File: config.mk
export PLATFORM = sky130hd
export DESIGN_NAME = expression_byte_lexer_core_flat
export DESIGN_NICKNAME = d
export VERILOG_FILES = /design/src/rtl/ebl_pkg.sv /design/src/rtl/ebl_if.sv /design/src/rtl/expression_byte_lexer_core.sv /design/src/flat_wrapper.sv
export SDC_FILE = /design/constraint.sdc
export NUM_CORES = 2
export LEC_CHECK = 0
export BUFFER_PORTS_ARGS = -buffer_cell sky130_fd_sc_hd__buf_2
export CAP_MARGIN = 0
export CORE_ASPECT_RATIO = 1.2
export CORE_MARGIN = 2
export CORE_UTILIZATION = 30
export CTS_BUF_LIST = sky130_fd_sc_hd__clkbuf_16
export DETAILED_ROUTE_END_ITERATION = 6
export PLACE_DENSITY_LB_ADDON = 0.15
export SYNTH_ARGS = -nofsm -noshare
export SYNTH_HDL_FRONTEND = slang
export SYNTH_SLANG_ARGS = --single-unit
File: constraint.sdc
create_clock -name clk -period 4.3 [get_ports clk]
set_input_delay 0.645 -clock clk [delete_from_list [all_inputs] [get_ports clk]]
set_output_delay 0.645 -clock clk [all_outputs]
set_load 0.01 [all_outputs]
File: src/rtl/ebl_pkg.sv
`timescale 1ns / 1ps
`default_nettype none
// ----------------------------------------------------------------------------
// ebl_pkg - expression byte lexer shared definitions
// Token kinds, lexer modes, the token record, character constants and the
// small classification and arithmetic helpers used by the lexer core.
// ----------------------------------------------------------------------------
package ebl_pkg;

	// lexer mode
	typedef enum logic [1:0] {
		MODE_IDLE,
		MODE_NUM,
		MODE_PUNCT,
		MODE_DISCARD
	} mode_t;

	// token kind codes as seen on the output channel
	typedef logic [2:0] kind_t;
	localparam kind_t KIND_NUM   = 3'd0;
	localparam kind_t KIND_IDENT = 3'd1;
	localparam kind_t KIND_PUNCT = 3'd2;
	localparam kind_t KIND_END   = 3'd3;
	localparam kind_t KIND_ERR   = 3'd4;

	// characters with a meaning of their own
	localparam logic [7:0] CH_END  = 8'h00;
	localparam logic [7:0] CH_BANG = 8'h21;
	localparam logic [7:0] CH_ZERO = 8'h30;
	localparam logic [7:0] CH_LT   = 8'h3C;
	localparam logic [7:0] CH_EQ   = 8'h3D;
	localparam logic [7:0] CH_GT   = 8'h3E;

	// token queue geometry
	localparam int unsigned FIFO_DEPTH = 8;
	localparam int unsigned PTR_BITS   = 3;
	localparam int unsigned CNT_BITS   = 4;

	// one token as it leaves the block
	typedef struct packed {
		kind_t       kind;
		logic [15:0] position;
		logic [15:0] length;
		logic [63:0] number_value;
		logic [7:0]  first_char;
		logic [7:0]  second_char;
		logic        last;
	} token_t;

	function automatic logic is_space(input logic [7:0] c);
		return (c == 8'd32) || ((c >= 8'd9) && (c <= 8'd13));
	endfunction

	function automatic logic is_digit(input logic [7:0] c);
		return (c >= 8'd48) && (c <= 8'd57);
	endfunction

	function automatic logic is_lower(input logic [7:0] c);
		return (c >= 8'd97) && (c <= 8'd122);
	endfunction

	function automatic logic is_punct(input logic [7:0] c);
		return ((c >= 8'd33) && (c <= 8'd47)) || ((c >= 8'd58) && (c <= 8'd64)) ||
			((c >= 8'd91) && (c <= 8'd96)) || ((c >= 8'd123) && (c <= 8'd126));
	endfunction

	// first half of ==, !=, <=, >=
	function automatic logic pair_first(input logic [7:0] c);
		return (c == CH_EQ) || (c == CH_BANG) || (c == CH_LT) || (c == CH_GT);
	endfunction

	// acc * 10 + d as shift-and-add, saturating at all ones
	function automatic logic [63:0] sat_mac10(input logic [63:0] acc, input logic [3:0] d);
		logic [67:0] sum;
		sum = (68'(acc) << 3) + (68'(acc) << 1) + 68'(d);
		if (|sum[67:64]) begin
			return '1;
		end
		return sum[63:0];
	endfunction

endpackage
`default_nettype wire

File: src/rtl/ebl_if.sv
`timescale 1ns / 1ps
`default_nettype none
// ----------------------------------------------------------------------------
// ebl_if - lexer stream channels
// Character input channel and token output channel, valid/ready handshake.
// ----------------------------------------------------------------------------
interface ebl_char_if;
	logic       valid;
	logic       ready;
	logic [7:0] ch;

	modport source (output valid, output ch, input ready);
	modport sink   (input valid, input ch, output ready);
endinterface

interface ebl_token_if;
	logic        valid;
	logic        ready;
	logic [2:0]  kind;
	logic [15:0] position;
	logic [15:0] length;
	logic [63:0] number_value;
	logic [7:0]  first_char;
	logic [7:0]  second_char;
	logic        last;

	modport source (output valid, output kind, output position, output length,
		output number_value, output first_char, output second_char, output last,
		input ready);
	modport sink (input valid, input kind, input position, input length,
		input number_value, input first_char, input second_char, input last,
		output ready);
endinterface
`default_nettype wire

File: src/rtl/expression_byte_lexer_core.sv
`timescale 1ns / 1ps
`default_nettype none
// ----------------------------------------------------------------------------
// expression_byte_lexer_core - streaming lexer for a small expression language
// One ASCII byte in per transfer, zero ends the string; tokens out one per
// transfer with kind, offset, length, value and characters.
// ----------------------------------------------------------------------------
// The lexer takes one byte per clock. A byte is registered on acceptance,
// classified against the lexer state in the following cycle, and the zero,
// one or two tokens it causes are written into an eight-entry token queue
// whose head drives the output channel; the first token of a byte thus
// passes the input register and the queue before it is presented. Input
// is stalled only when the queue cannot guarantee room for two tokens from
// both the byte in flight and the next one, so a sink that takes one token
// per cycle sees one byte per cycle sustained. Number values saturate at
// all ones and the byte offset saturates at 2^POS_BITS-1; a zero byte emits
// the end token and rewinds the offset to zero for the next string.
module expression_byte_lexer_core #(
	parameter int unsigned POS_BITS = 16
) (
	input  logic                clk,
	input  logic                arst_n,
	ebl_char_if.sink            chars,
	ebl_token_if.source         tokens
);
	import ebl_pkg::*;

	localparam logic [CNT_BITS:0] PAIR    = (CNT_BITS + 1)'(2);
	localparam logic [CNT_BITS:0] DEPTH_C = (CNT_BITS + 1)'(FIFO_DEPTH);

	// input register
	logic                valid_s1;
	logic [7:0]          ch_s1;

	// lexer state
	mode_t               mode_q, mode_n;
	logic [7:0]          held_q, held_n;
	logic [63:0]         acc_q, acc_n;
	logic [POS_BITS-1:0] start_q, start_n;
	logic [POS_BITS-1:0] off_q, off_n;

	// token queue
	token_t              fifo_q [FIFO_DEPTH];
	logic [PTR_BITS-1:0] wr_ptr_q, rd_ptr_q;
	logic [CNT_BITS-1:0] count_q;
	logic [CNT_BITS:0]   committed;

	// per-byte results
	token_t              tok_a, tok_b, push0, push1;
	logic                a_v, b_v, push0_v, push1_v, pop, accept;
	logic [POS_BITS:0]   diff, diff_pair;
	logic [32:0]         start_w, off_w, len_w, len_pair_w;

	// input handshake: leave room for two tokens from the byte in flight and the next
	assign committed   = {1'b0, count_q} + (valid_s1 ? PAIR : '0);
	assign chars.ready = (committed + PAIR) <= DEPTH_C;
	assign accept      = chars.valid & chars.ready;

	always_ff @(posedge clk or negedge arst_n) begin
		if (!arst_n) begin
			valid_s1 <= 1'b0;
		end else begin
			valid_s1 <= accept;
		end
	end

	always_ff @(posedge clk) begin
		if (accept) begin
			ch_s1 <= chars.ch;
		end
	end

	// offsets and lengths, masked to the 16-bit output fields
	assign diff       = {1'b0, off_q} - {1'b0, start_q};
	assign diff_pair  = diff + (POS_BITS + 1)'(1);
	assign start_w    = 33'(start_q);
	assign off_w      = 33'(off_q);
	assign len_w      = 33'(diff);
	assign len_pair_w = 33'(diff_pair);

	// classify the registered byte against the pending state
	always_comb begin
		logic done;
		done    = 1'b0;
		tok_a   = '0;
		tok_b   = '0;
		a_v     = 1'b0;
		b_v     = 1'b0;
		mode_n  = mode_q;
		held_n  = held_q;
		acc_n   = acc_q;
		start_n = start_q;
		off_n   = off_q;

		// finish or extend the pending token
		case (mode_q)
			MODE_NUM: begin
				if (is_digit(ch_s1)) begin
					acc_n = sat_mac10(acc_q, 4'(ch_s1 - CH_ZERO));
					done  = 1'b1;
				end else begin
					a_v                = 1'b1;
					tok_a.kind         = KIND_NUM;
					tok_a.position     = start_w[15:0];
					tok_a.length       = len_w[15:0];
					tok_a.number_value = acc_q;
					mode_n             = MODE_IDLE;
				end
			end
			MODE_PUNCT: begin
				a_v              = 1'b1;
				tok_a.kind       = KIND_PUNCT;
				tok_a.position   = start_w[15:0];
				tok_a.first_char = held_q;
				if (ch_s1 == CH_EQ) begin
					tok_a.length      = len_pair_w[15:0];
					tok_a.second_char = ch_s1;
					done              = 1'b1;
				end else begin
					tok_a.length = len_w[15:0];
				end
				mode_n = MODE_IDLE;
				held_n = '0;
			end
			MODE_DISCARD: begin
				if (ch_s1 != CH_END) begin
					done = 1'b1;
				end else begin
					mode_n = MODE_IDLE;
				end
			end
			default: begin
			end
		endcase

		// start something new with this byte
		if (!done) begin
			tok_b.position = off_w[15:0];
			if (ch_s1 == CH_END) begin
				b_v        = 1'b1;
				tok_b.kind = KIND_END;
			end else if (is_space(ch_s1)) begin
				b_v = 1'b0;
			end else if (is_digit(ch_s1)) begin
				mode_n  = MODE_NUM;
				start_n = off_q;
				acc_n   = 64'(ch_s1 - CH_ZERO);
			end else if (is_lower(ch_s1)) begin
				b_v              = 1'b1;
				tok_b.kind       = KIND_IDENT;
				tok_b.length     = 16'd1;
				tok_b.first_char = ch_s1;
			end else if (is_punct(ch_s1)) begin
				if (pair_first(ch_s1)) begin
					mode_n  = MODE_PUNCT;
					held_n  = ch_s1;
					start_n = off_q;
				end else begin
					b_v              = 1'b1;
					tok_b.kind       = KIND_PUNCT;
					tok_b.length     = 16'd1;
					tok_b.first_char = ch_s1;
				end
			end else begin
				b_v              = 1'b1;
				tok_b.kind       = KIND_ERR;
				tok_b.length     = 16'd1;
				tok_b.first_char = ch_s1;
				mode_n           = MODE_DISCARD;
			end
		end

		// end of string rewinds everything; otherwise advance the offset
		if (ch_s1 == CH_END) begin
			mode_n  = MODE_IDLE;
			held_n  = '0;
			acc_n   = '0;
			start_n = '0;
			off_n   = '0;
		end else if (off_q != '1) begin
			off_n = off_q + POS_BITS'(1);
		end

		// pack into queue order and mark the final token of this byte
		push0_v = a_v | b_v;
		push1_v = a_v & b_v;
		push0   = a_v ? tok_a : tok_b;
		push1   = tok_b;
		push0.last = ~push1_v;
		push1.last = 1'b1;
	end

	// lexer state register, advanced once per registered byte
	always_ff @(posedge clk or negedge arst_n) begin
		if (!arst_n) begin
			mode_q  <= MODE_IDLE;
			held_q  <= '0;
			acc_q   <= '0;
			start_q <= '0;
			off_q   <= '0;
		end else if (valid_s1) begin
			mode_q  <= mode_n;
			held_q  <= held_n;
			acc_q   <= acc_n;
			start_q <= start_n;
			off_q   <= off_n;
		end
	end

	// token queue: up to two writes and one read per cycle
	assign pop = tokens.valid & tokens.ready;

	always_ff @(posedge clk) begin
		if (valid_s1 && push0_v) begin
			fifo_q[wr_ptr_q] <= push0;
		end
		if (valid_s1 && push1_v) begin
			fifo_q[wr_ptr_q + PTR_BITS'(1)] <= push1;
		end
	end

	always_ff @(posedge clk or negedge arst_n) begin
		if (!arst_n) begin
			wr_ptr_q <= '0;
			rd_ptr_q <= '0;
			count_q  <= '0;
		end else begin
			wr_ptr_q <= wr_ptr_q + (valid_s1 ? PTR_BITS'(push0_v) + PTR_BITS'(push1_v) : '0);
			rd_ptr_q <= rd_ptr_q + PTR_BITS'(pop);
			count_q  <= count_q + (valid_s1 ? CNT_BITS'(push0_v) + CNT_BITS'(push1_v) : '0)
				- CNT_BITS'(pop);
		end
	end

	// output channel driven from the queue head
	assign tokens.valid        = count_q != '0;
	assign tokens.kind         = fifo_q[rd_ptr_q].kind;
	assign tokens.position     = fifo_q[rd_ptr_q].position;
	assign tokens.length       = fifo_q[rd_ptr_q].length;
	assign tokens.number_value = fifo_q[rd_ptr_q].number_value;
	assign tokens.first_char   = fifo_q[rd_ptr_q].first_char;
	assign tokens.second_char  = fifo_q[rd_ptr_q].second_char;
	assign tokens.last         = fifo_q[rd_ptr_q].last;

endmodule
`default_nettype wire

File: src/flat_wrapper.sv
// flat-port wrapper written by rule: the top's interface ports become plain ports
module expression_byte_lexer_core_flat import ebl_pkg::*;
#(
	parameter int unsigned POS_BITS = 16
)
  (clk, arst_n, chars_valid, chars_ch, chars_ready, tokens_valid, tokens_kind, tokens_position, tokens_length, tokens_number_value, tokens_first_char, tokens_second_char, tokens_last, tokens_ready);
  ebl_char_if chars_i ();
  ebl_token_if tokens_i ();
  input  logic clk;
  input  logic arst_n;
  input wire logic [$bits(chars_i.valid)-1:0] chars_valid;
  input wire logic [$bits(chars_i.ch)-1:0] chars_ch;
  output wire logic [$bits(chars_i.ready)-1:0] chars_ready;
  output wire logic [$bits(tokens_i.valid)-1:0] tokens_valid;
  output wire logic [$bits(tokens_i.kind)-1:0] tokens_kind;
  output wire logic [$bits(tokens_i.position)-1:0] tokens_position;
  output wire logic [$bits(tokens_i.length)-1:0] tokens_length;
  output wire logic [$bits(tokens_i.number_value)-1:0] tokens_number_value;
  output wire logic [$bits(tokens_i.first_char)-1:0] tokens_first_char;
  output wire logic [$bits(tokens_i.second_char)-1:0] tokens_second_char;
  output wire logic [$bits(tokens_i.last)-1:0] tokens_last;
  input wire logic [$bits(tokens_i.ready)-1:0] tokens_ready;
  assign chars_i.valid = chars_valid;
  assign chars_i.ch = chars_ch;
  assign chars_ready = chars_i.ready;
  assign tokens_valid = tokens_i.valid;
  assign tokens_kind = tokens_i.kind;
  assign tokens_position = tokens_i.position;
  assign tokens_length = tokens_i.length;
  assign tokens_number_value = tokens_i.number_value;
  assign tokens_first_char = tokens_i.first_char;
  assign tokens_second_char = tokens_i.second_char;
  assign tokens_last = tokens_i.last;
  assign tokens_i.ready = tokens_ready;
  expression_byte_lexer_core #(.POS_BITS(POS_BITS)) u_core (.clk(clk), .arst_n(arst_n), .chars(chars_i), .tokens(tokens_i));
endmodule
Word level (Yosys, flattened, before mapping)
Memory sizes are Yosys's and may differ from the RTL's.
Cells that the tools add are included.
- logic and storage cells: 169
- register bits after elaboration: 125
- bits in read-only memories: 0
- memories: 1
- RAM bits: 928
- output and inout bits: 118
- latch bits: 0
- input bits: 12
- memory list (name ; depth ; bits a word ; rd ports ; clocked after memory_dff ; wr ports ; line ; text):
    u_core.fifo_q ; 8 ; 116 ; 1 ; 0 ; 2 ; expression_byte_lexer_core.sv:43 ; token_t fifo_q [FIFO_DEPTH];
- multipliers: 0
- reductions and logical operators: 25
- muxes and demuxes: 85
- shifts and indexed selects: 0
- div/mod/pow operators: 0
- eq/ne operators: 12
- bitwise logic cells: 5
- add/subtract/negate cells: 16
- $lt $le $gt $ge: 15
- operators with widths (cell ; count):
    64-bit two-way mux ; 9
    16-bit two-way mux ; 15
    8-bit two-way mux ; 16
    116-bit two-way mux ; 1
    96-bit two-way mux ; 1
    67-bit by 65-bit adder with 68-bit output ; 1
    68-bit by 4-bit adder with 68-bit output ; 1
    34-bit one-hot mux with 2 select lines ; 1
    8-bit by 6-bit equality test with 1-bit output (second input constant) ; 5
    35-bit two-way mux ; 1
    16-bit by 1-bit adder with 16-bit output (second input constant) ; 2
    8-bit by 7-bit less-or-equal comparator with 1-bit output (second input constant) ; 4
    8-bit by 6-bit greater-or-equal comparator with 1-bit output (second input constant) ; 3
    8-bit by 7-bit greater-or-equal comparator with 1-bit output (second input constant) ; 3
    2-bit two-way mux ; 11
    1-bit two-way mux ; 20
    3-bit two-way mux ; 6
    8-bit by 6-bit less-or-equal comparator with 1-bit output (second input constant) ; 2
    16-bit != test (second input constant) ; 1
    16-bit subtractor ; 1
    1-bit logical AND ; 9
    8-bit by 6-bit subtractor with 9-bit output (second input constant) ; 1
    8-bit by 4-bit greater-or-equal comparator with 1-bit output (second input constant) ; 1
    8-bit by 4-bit less-or-equal comparator with 1-bit output (second input constant) ; 1
    30 further kinds ; 42

Logic depth before layout (Yosys ltp)
- depth in word-level cells: 16
- depth in mapped cells: 21
- depth with buffers taken out: 18

Worst setup path after synthesis
Ideal clock, no wire load.
- kind: reg-to-reg
- from: reg u_core.ch_s1[4]
- to: mem u_core.fifo_q[1][100] in the netlist's numbering (enable)
- arrival: 4.391 ns
- cell stages (with the launch flop): 19
- setup slack: -0.474 ns
- clock period less this slack: 4.774 ns
- data required time: 3.917 ns
- path through: edfxtp_1 > ha_1 > clkbuf_1 > nand3b_1 > a21oi_2 > nand2_1 > a31oi_1 > a21o_1 > nor2_1 > nand2_1 > o21ai_0 > inv_1 > ha_1 > clkbuf_1 > nor4_1 > nor2_1 > clkbuf_1 > clkbuf_1 > inv_1
- RTL lines (item ; line ; text):
    start, declared ; expression_byte_lexer_core.sv:33 ; logic [7:0] ch_s1;
    start signal, assigned ; expression_byte_lexer_core.sv:69 ; ch_s1 <= chars.ch;
    end, declared ; expression_byte_lexer_core.sv:43 ;

Worst setup path in the final report
- from: reg u_core.acc_q[0]
- to: reg u_core.acc_q[56]
- word-level cells in the longest chain between the ends: 13
- RTL lines (item ; line ; text):
    start, declared ; expression_byte_lexer_core.sv:38 ; logic [63:0] acc_q, acc_n;
    start signal, assigned ; expression_byte_lexer_core.sv:204 ; acc_q <= acc_n;
    67-bit by 65-bit adder with 68-bit output * ; ebl_pkg.sv:75 ; sum = (68'(acc) << 3) + (68'(acc) << 1) + 68'(d);
    68-bit by 4-bit adder with 68-bit output * ; ebl_pkg.sv:75 ;
    4-bit OR reduction ; ebl_pkg.sv:76 ; if (|sum[67:64]) begin
    1-bit two-way mux ; ebl_pkg.sv:76 ;
    1-bit two-way mux ; expression_byte_lexer_core.sv:98 ; if (is_digit(ch_s1)) begin
    1-bit two-way mux ; expression_byte_lexer_core.sv:96 ; case (mode_q)
    64-bit two-way mux * ; ebl_pkg.sv:79 ; return sum[63:0];
    64-bit two-way mux * ; expression_byte_lexer_core.sv:98 ;
    64-bit two-way mux * ; expression_byte_lexer_core.sv:96 ;
    64-bit two-way mux ; expression_byte_lexer_core.sv:144 ; end else if (is_digit(ch_s1)) begin
    64-bit two-way mux ; expression_byte_lexer_core.sv:142 ; end else if (is_space(ch_s1)) begin
    64-bit two-way mux * ; expression_byte_lexer_core.sv:137 ; if (!done) begin
    64-bit two-way mux * ; expression_byte_lexer_core.sv:174 ; if (ch_s1 == CH_END) begin
Mark *: on every way between the ends. The rest lies on a longest branch, timed or not. The select of a mux whose other input is x is not followed.
A chain may end at the register's enable or synchronous reset.

==> results summary <==
The detail-routed via count per cell came out at 5.50. The maximum VDD drop is 0.384 mV. The number of antenna violations at the first check in global routing is 12. The starting DRC count in detailed routing is 2959. The placement-stage cell area is 0.0552 mm². The number of global-route vias before repair is 38507. The analysis attributes to cell leakage a power of 0.0228 µW.

By startpoint and endpoint, the worst setup path is classified as reg2reg. The per-cell routed wire length came out at 25.5 µm. After synthesis, the most frequently instantiated cells are dfxtp_1, a22o_1, o21ai_0. The number of H-tree levels came out at 3. Setup repair after global routing could not meet its margin everywhere.

By area the synthesized netlist is led by dfxtp_1, edfxtp_1, a22o_1. After global routing the overflow that remains totals 0. The die outline height came out at 452 µm. The number of antenna-violating nets in the routed design is 0. Sequential cells burn 30.3% of the power. The number of nets produced by synthesis came out at 4651. The floorplan step set the die width to 377 µm. The share of the cycle needed by the critical path after routing is 97.8%. The clock input transition at the sequential cells of the worst setup and hold paths came out at 60 ps. The number of pins exceeding their max-slew limit in the final report is 0. The run finished with clean final reports. The synthesized area divided by synthesized cell count is 11.2 µm². The share of flip-flops with an asynchronous set or reset is 11.1%. The highest fanout seen on the critical path came out at 4.

The number of distinct library cell variants in the gate-level netlist after synthesis came out at 99. The final non-filler cell total is 6946. Across the run, the number of max-cap violations was 0. The transition time of the tightest slew-check pin came out at 1040 ps. The clock network power share is 20.1%. Of all cell types, the one taking the most synthesized area is dfxtp_1. For the finished layout, the period the worst path requires is 4200 ps. The layout cell share with drive strength beyond 1 is 23.1%.

For the worst-skew pair, the clock arrives at the later sink with an insertion delay of 760 ps. The sequential element share of the synthesized area came out at 47.8%. TritonCTS built the clock tree. The number of sinks driven by the clock tree is 1053. Net switching is 41.5% of the power. The count of buffers from port buffering is 129.

The cell area after synthesis is 0.0502 mm². The die covers 0.171 mm². The relative slew slack is 30.0%. The highest attainable clock frequency is 0.238 GHz. The first-pass detailed-route iteration total came out at 6. The largest net degree at the start of global routing is 78.

The power density over the cells came out at 820 mW/mm². The final hold violation count is 0. After synthesis the netlist holds a flip-flop and latch count of 1053.

The fraction of post-synthesis cell area in the top cell type by area came out at 28.1%. 130 I/O pins were placed. The library cell with the highest instance count after synthesis is dfxtp_1. The internal power of the cells is 28400 µW.

The kind of path behind the tightest hold check is in2reg. The worst clock skew is 40.9 ps. Counting tap cells, the placed design contains a total of 6705 instances. The critical path endpoint category is a flip-flop. The final instance area came out at 0.0593 mm². STA classifies the critical path startpoint as a flip-flop.

The via count is 38196. After the last flow step, the layout net total stands at 4789. After detailed routing, the number of remaining DRC violations is 0. The global-route wire length before repair came out at 262 mm. The initialized floorplan defines 164 standard-cell rows. The gate count of the mapped netlist came out at 4465.

The critical path arrival is 4850 ps. The placed wire-length estimate after detailed placement came out at 115 mm. In this run, CTS created clock tree buffers numbering 115. The weighted congestion reported at the end of routability-driven placement came out at 0.851. The root buffer cell chosen for the clock tree is clkbuf_16. Fill cells in the final layout number 16455. The pre-CTS setup slack is -108 ps. Counting along the longest clock path gives a buffer depth of 3. Traced cell by cell, the critical path runs through fa_1 -> inv_1 -> fa_2 -> nor2b_2 -> o2111ai_4 -> and3b_2 -> or3_4 -> a21oi_4 -> or4b_4 -> a21oi_4 -> xnor2_2 -> nor4b_4 -> buf_4 -> buf_4 -> a22oi_1 -> a21o_1. The power share of the combinational group is 49.5%. The post-route worst setup slack is 96.7 ps. The largest individual stage delay along the critical path comes from the cell fa_1. The Yosys step of the flow raised 0 warnings. The growth of design area from synthesis to finish came out at 18.1%.

The worst path required time is 4940 ps. Once the floorplan was initialized, standard cells occupied 30.2% of the core. The most used flip-flop cell after synthesis is dfxtp_1. The final wirelength is 177 mm. Summed over all nets, the switching power comes to 20200 µW. In this run, synthesis inferred 232 flip-flops with an integrated enable. The total global routing track utilization came out at 20.3%. In this run the standard cell core region covers 0.166 mm². The peak per-stage delay on the critical path came out at 580 ps. The total setup violations reported at the end of the flow came out at 0.
-- power by group through the flow --
stage          combinational (µW)  sequential (µW)  clock [µW]
3_3_place_gp                23900            14900           0
6_report                    24100            14700        9780
2_1_floorplan               16500            13900           0
5_1_grt                     26200            15100       10400
4_1_cts                     24000            14700       10000
3_5_place_dp                23900            14900           0
-- cells in the final DEF, fill, tap and decap left out, drive strengths merged, types with 116 or more instances in the layout --
cell	synthesis	routed
dfxtp	704	704
a22o	653	653
buf	125	438
o21ai	379	379
nand2	304	304
mux4	232	232
edfxtp	232	232
nor2	201	202
ha	169	169
a21oi	132	132
nand3	125	125
clkbuf	295	119
dfrtp	117	117
mux2	116	116
-- worst max-delay path, delay by kind of cell (launching register included) --
family | cells | cell delay [ps]
AND/OR/NAND/NOR | 5 | 1480
adder cells (fa/ha/maj) | 2 | 940
AO/OA/AOI/OAI | 5 | 720
flip-flops | 1 | 420
buffers and inverters | 3 | 340
XOR/XNOR | 1 | 190
-- registers in the layout (all words and copies together) (netlist names) --
| signal | count |
|---|---|
| u_core.mode_q | 2 |
| u_core.ch_s1 | 8 |
| u_core.off_q | 16 |
| u_core.acc_q | 64 |
| u_core.fifo_q | 928 |
| u_core.rd_ptr_q | 3 |
| u_core.wr_ptr_q | 3 |
| u_core.held_q | 8 |
| u_core.count_q | 4 |
| u_core.valid_s1 | 1 |
| u_core.start_q | 16 |
-- final timing paths --
path	startpoint	end	slack, ps	depth (start not counted)
hold reg to reg	u_core.fifo_q[6][1]	u_core.fifo_q[6][1]	450	1
setup / recovery	u_core.acc_q[0]	u_core.acc_q[56]	100	16
min in group asynchronous	arst_n	u_core.off_q[13]	540	2
setup reg to reg	u_core.acc_q[0]	u_core.acc_q[56]	100	16
max in group asynchronous	arst_n	u_core.acc_q[11]	2780	3
hold / removal	chars_ch[2]	u_core.ch_s1[2]	70	1
-- metrics by stage --
stage                     setup TNS, ps  power [µW]  utilization (%)  hold slack [ps]
after floorplan                       0       30300                -              349
after global placement            -4470       38800             33.2              430
after detailed placement          -3600       38800             33.2              434
after CTS                             0       48800             35.4             10.8
after global routing             -0.235       51700             35.6             32.4
final                                 0       48600             35.6             74.3
-- kinds of logic after synthesis --
logic type / Yosys count / share of synthesized area (%)
AO/OA/AOI/OAI: 1452 / 21.3
XOR/XNOR: 95 / 1.71
adder cells (fa/ha/maj): 174 / 4.41
buffers and inverters: 494 / 3.82
flip-flops: 1053 / 47.8
multiplexers: 348 / 13.0
AND/OR/NAND/NOR: 849 / 7.96
-- area by class of cell --
type / count / area (µm²) / share of cell area [%]
clock inverters: 97 / 707 / 1.19
flip-flops and latches: 1053 / 24000 / 40.5
multi-input cells: 2919 / 24700 / 41.6
clock buffers: 118 / 2950 / 4.98
well taps: 2241 / 2800 / 4.73
repair buffers: 440 / 3830 / 6.46
diodes: 4 / 10.0 / 0.0169
inverters: 74 / 308 / 0.519
-- timing repair --
item                                    in CTS  in global routing
endpoints found under the setup margin      84                461
pin swaps                                    4                 10
endpoints found under the hold margin       66                  0
hold buffers                                 1                  0
setup buffers                                5                 14
gates resized for setup                      3                 54
cloned                                       1                  1
-- layer usage --
layer / part of all wire (%) / GRT usage [%] / up-vias
met5: 0.015 / 0 / -
met4: 2.3 / 5.22 / 4
met3: 4.4 / 2.44 / 221
met2: 49 / 35.2 / 982
met1: 44 / 26.8 / 19590
li1: - / - / 17399
Power figures use the tool's default switching activity.
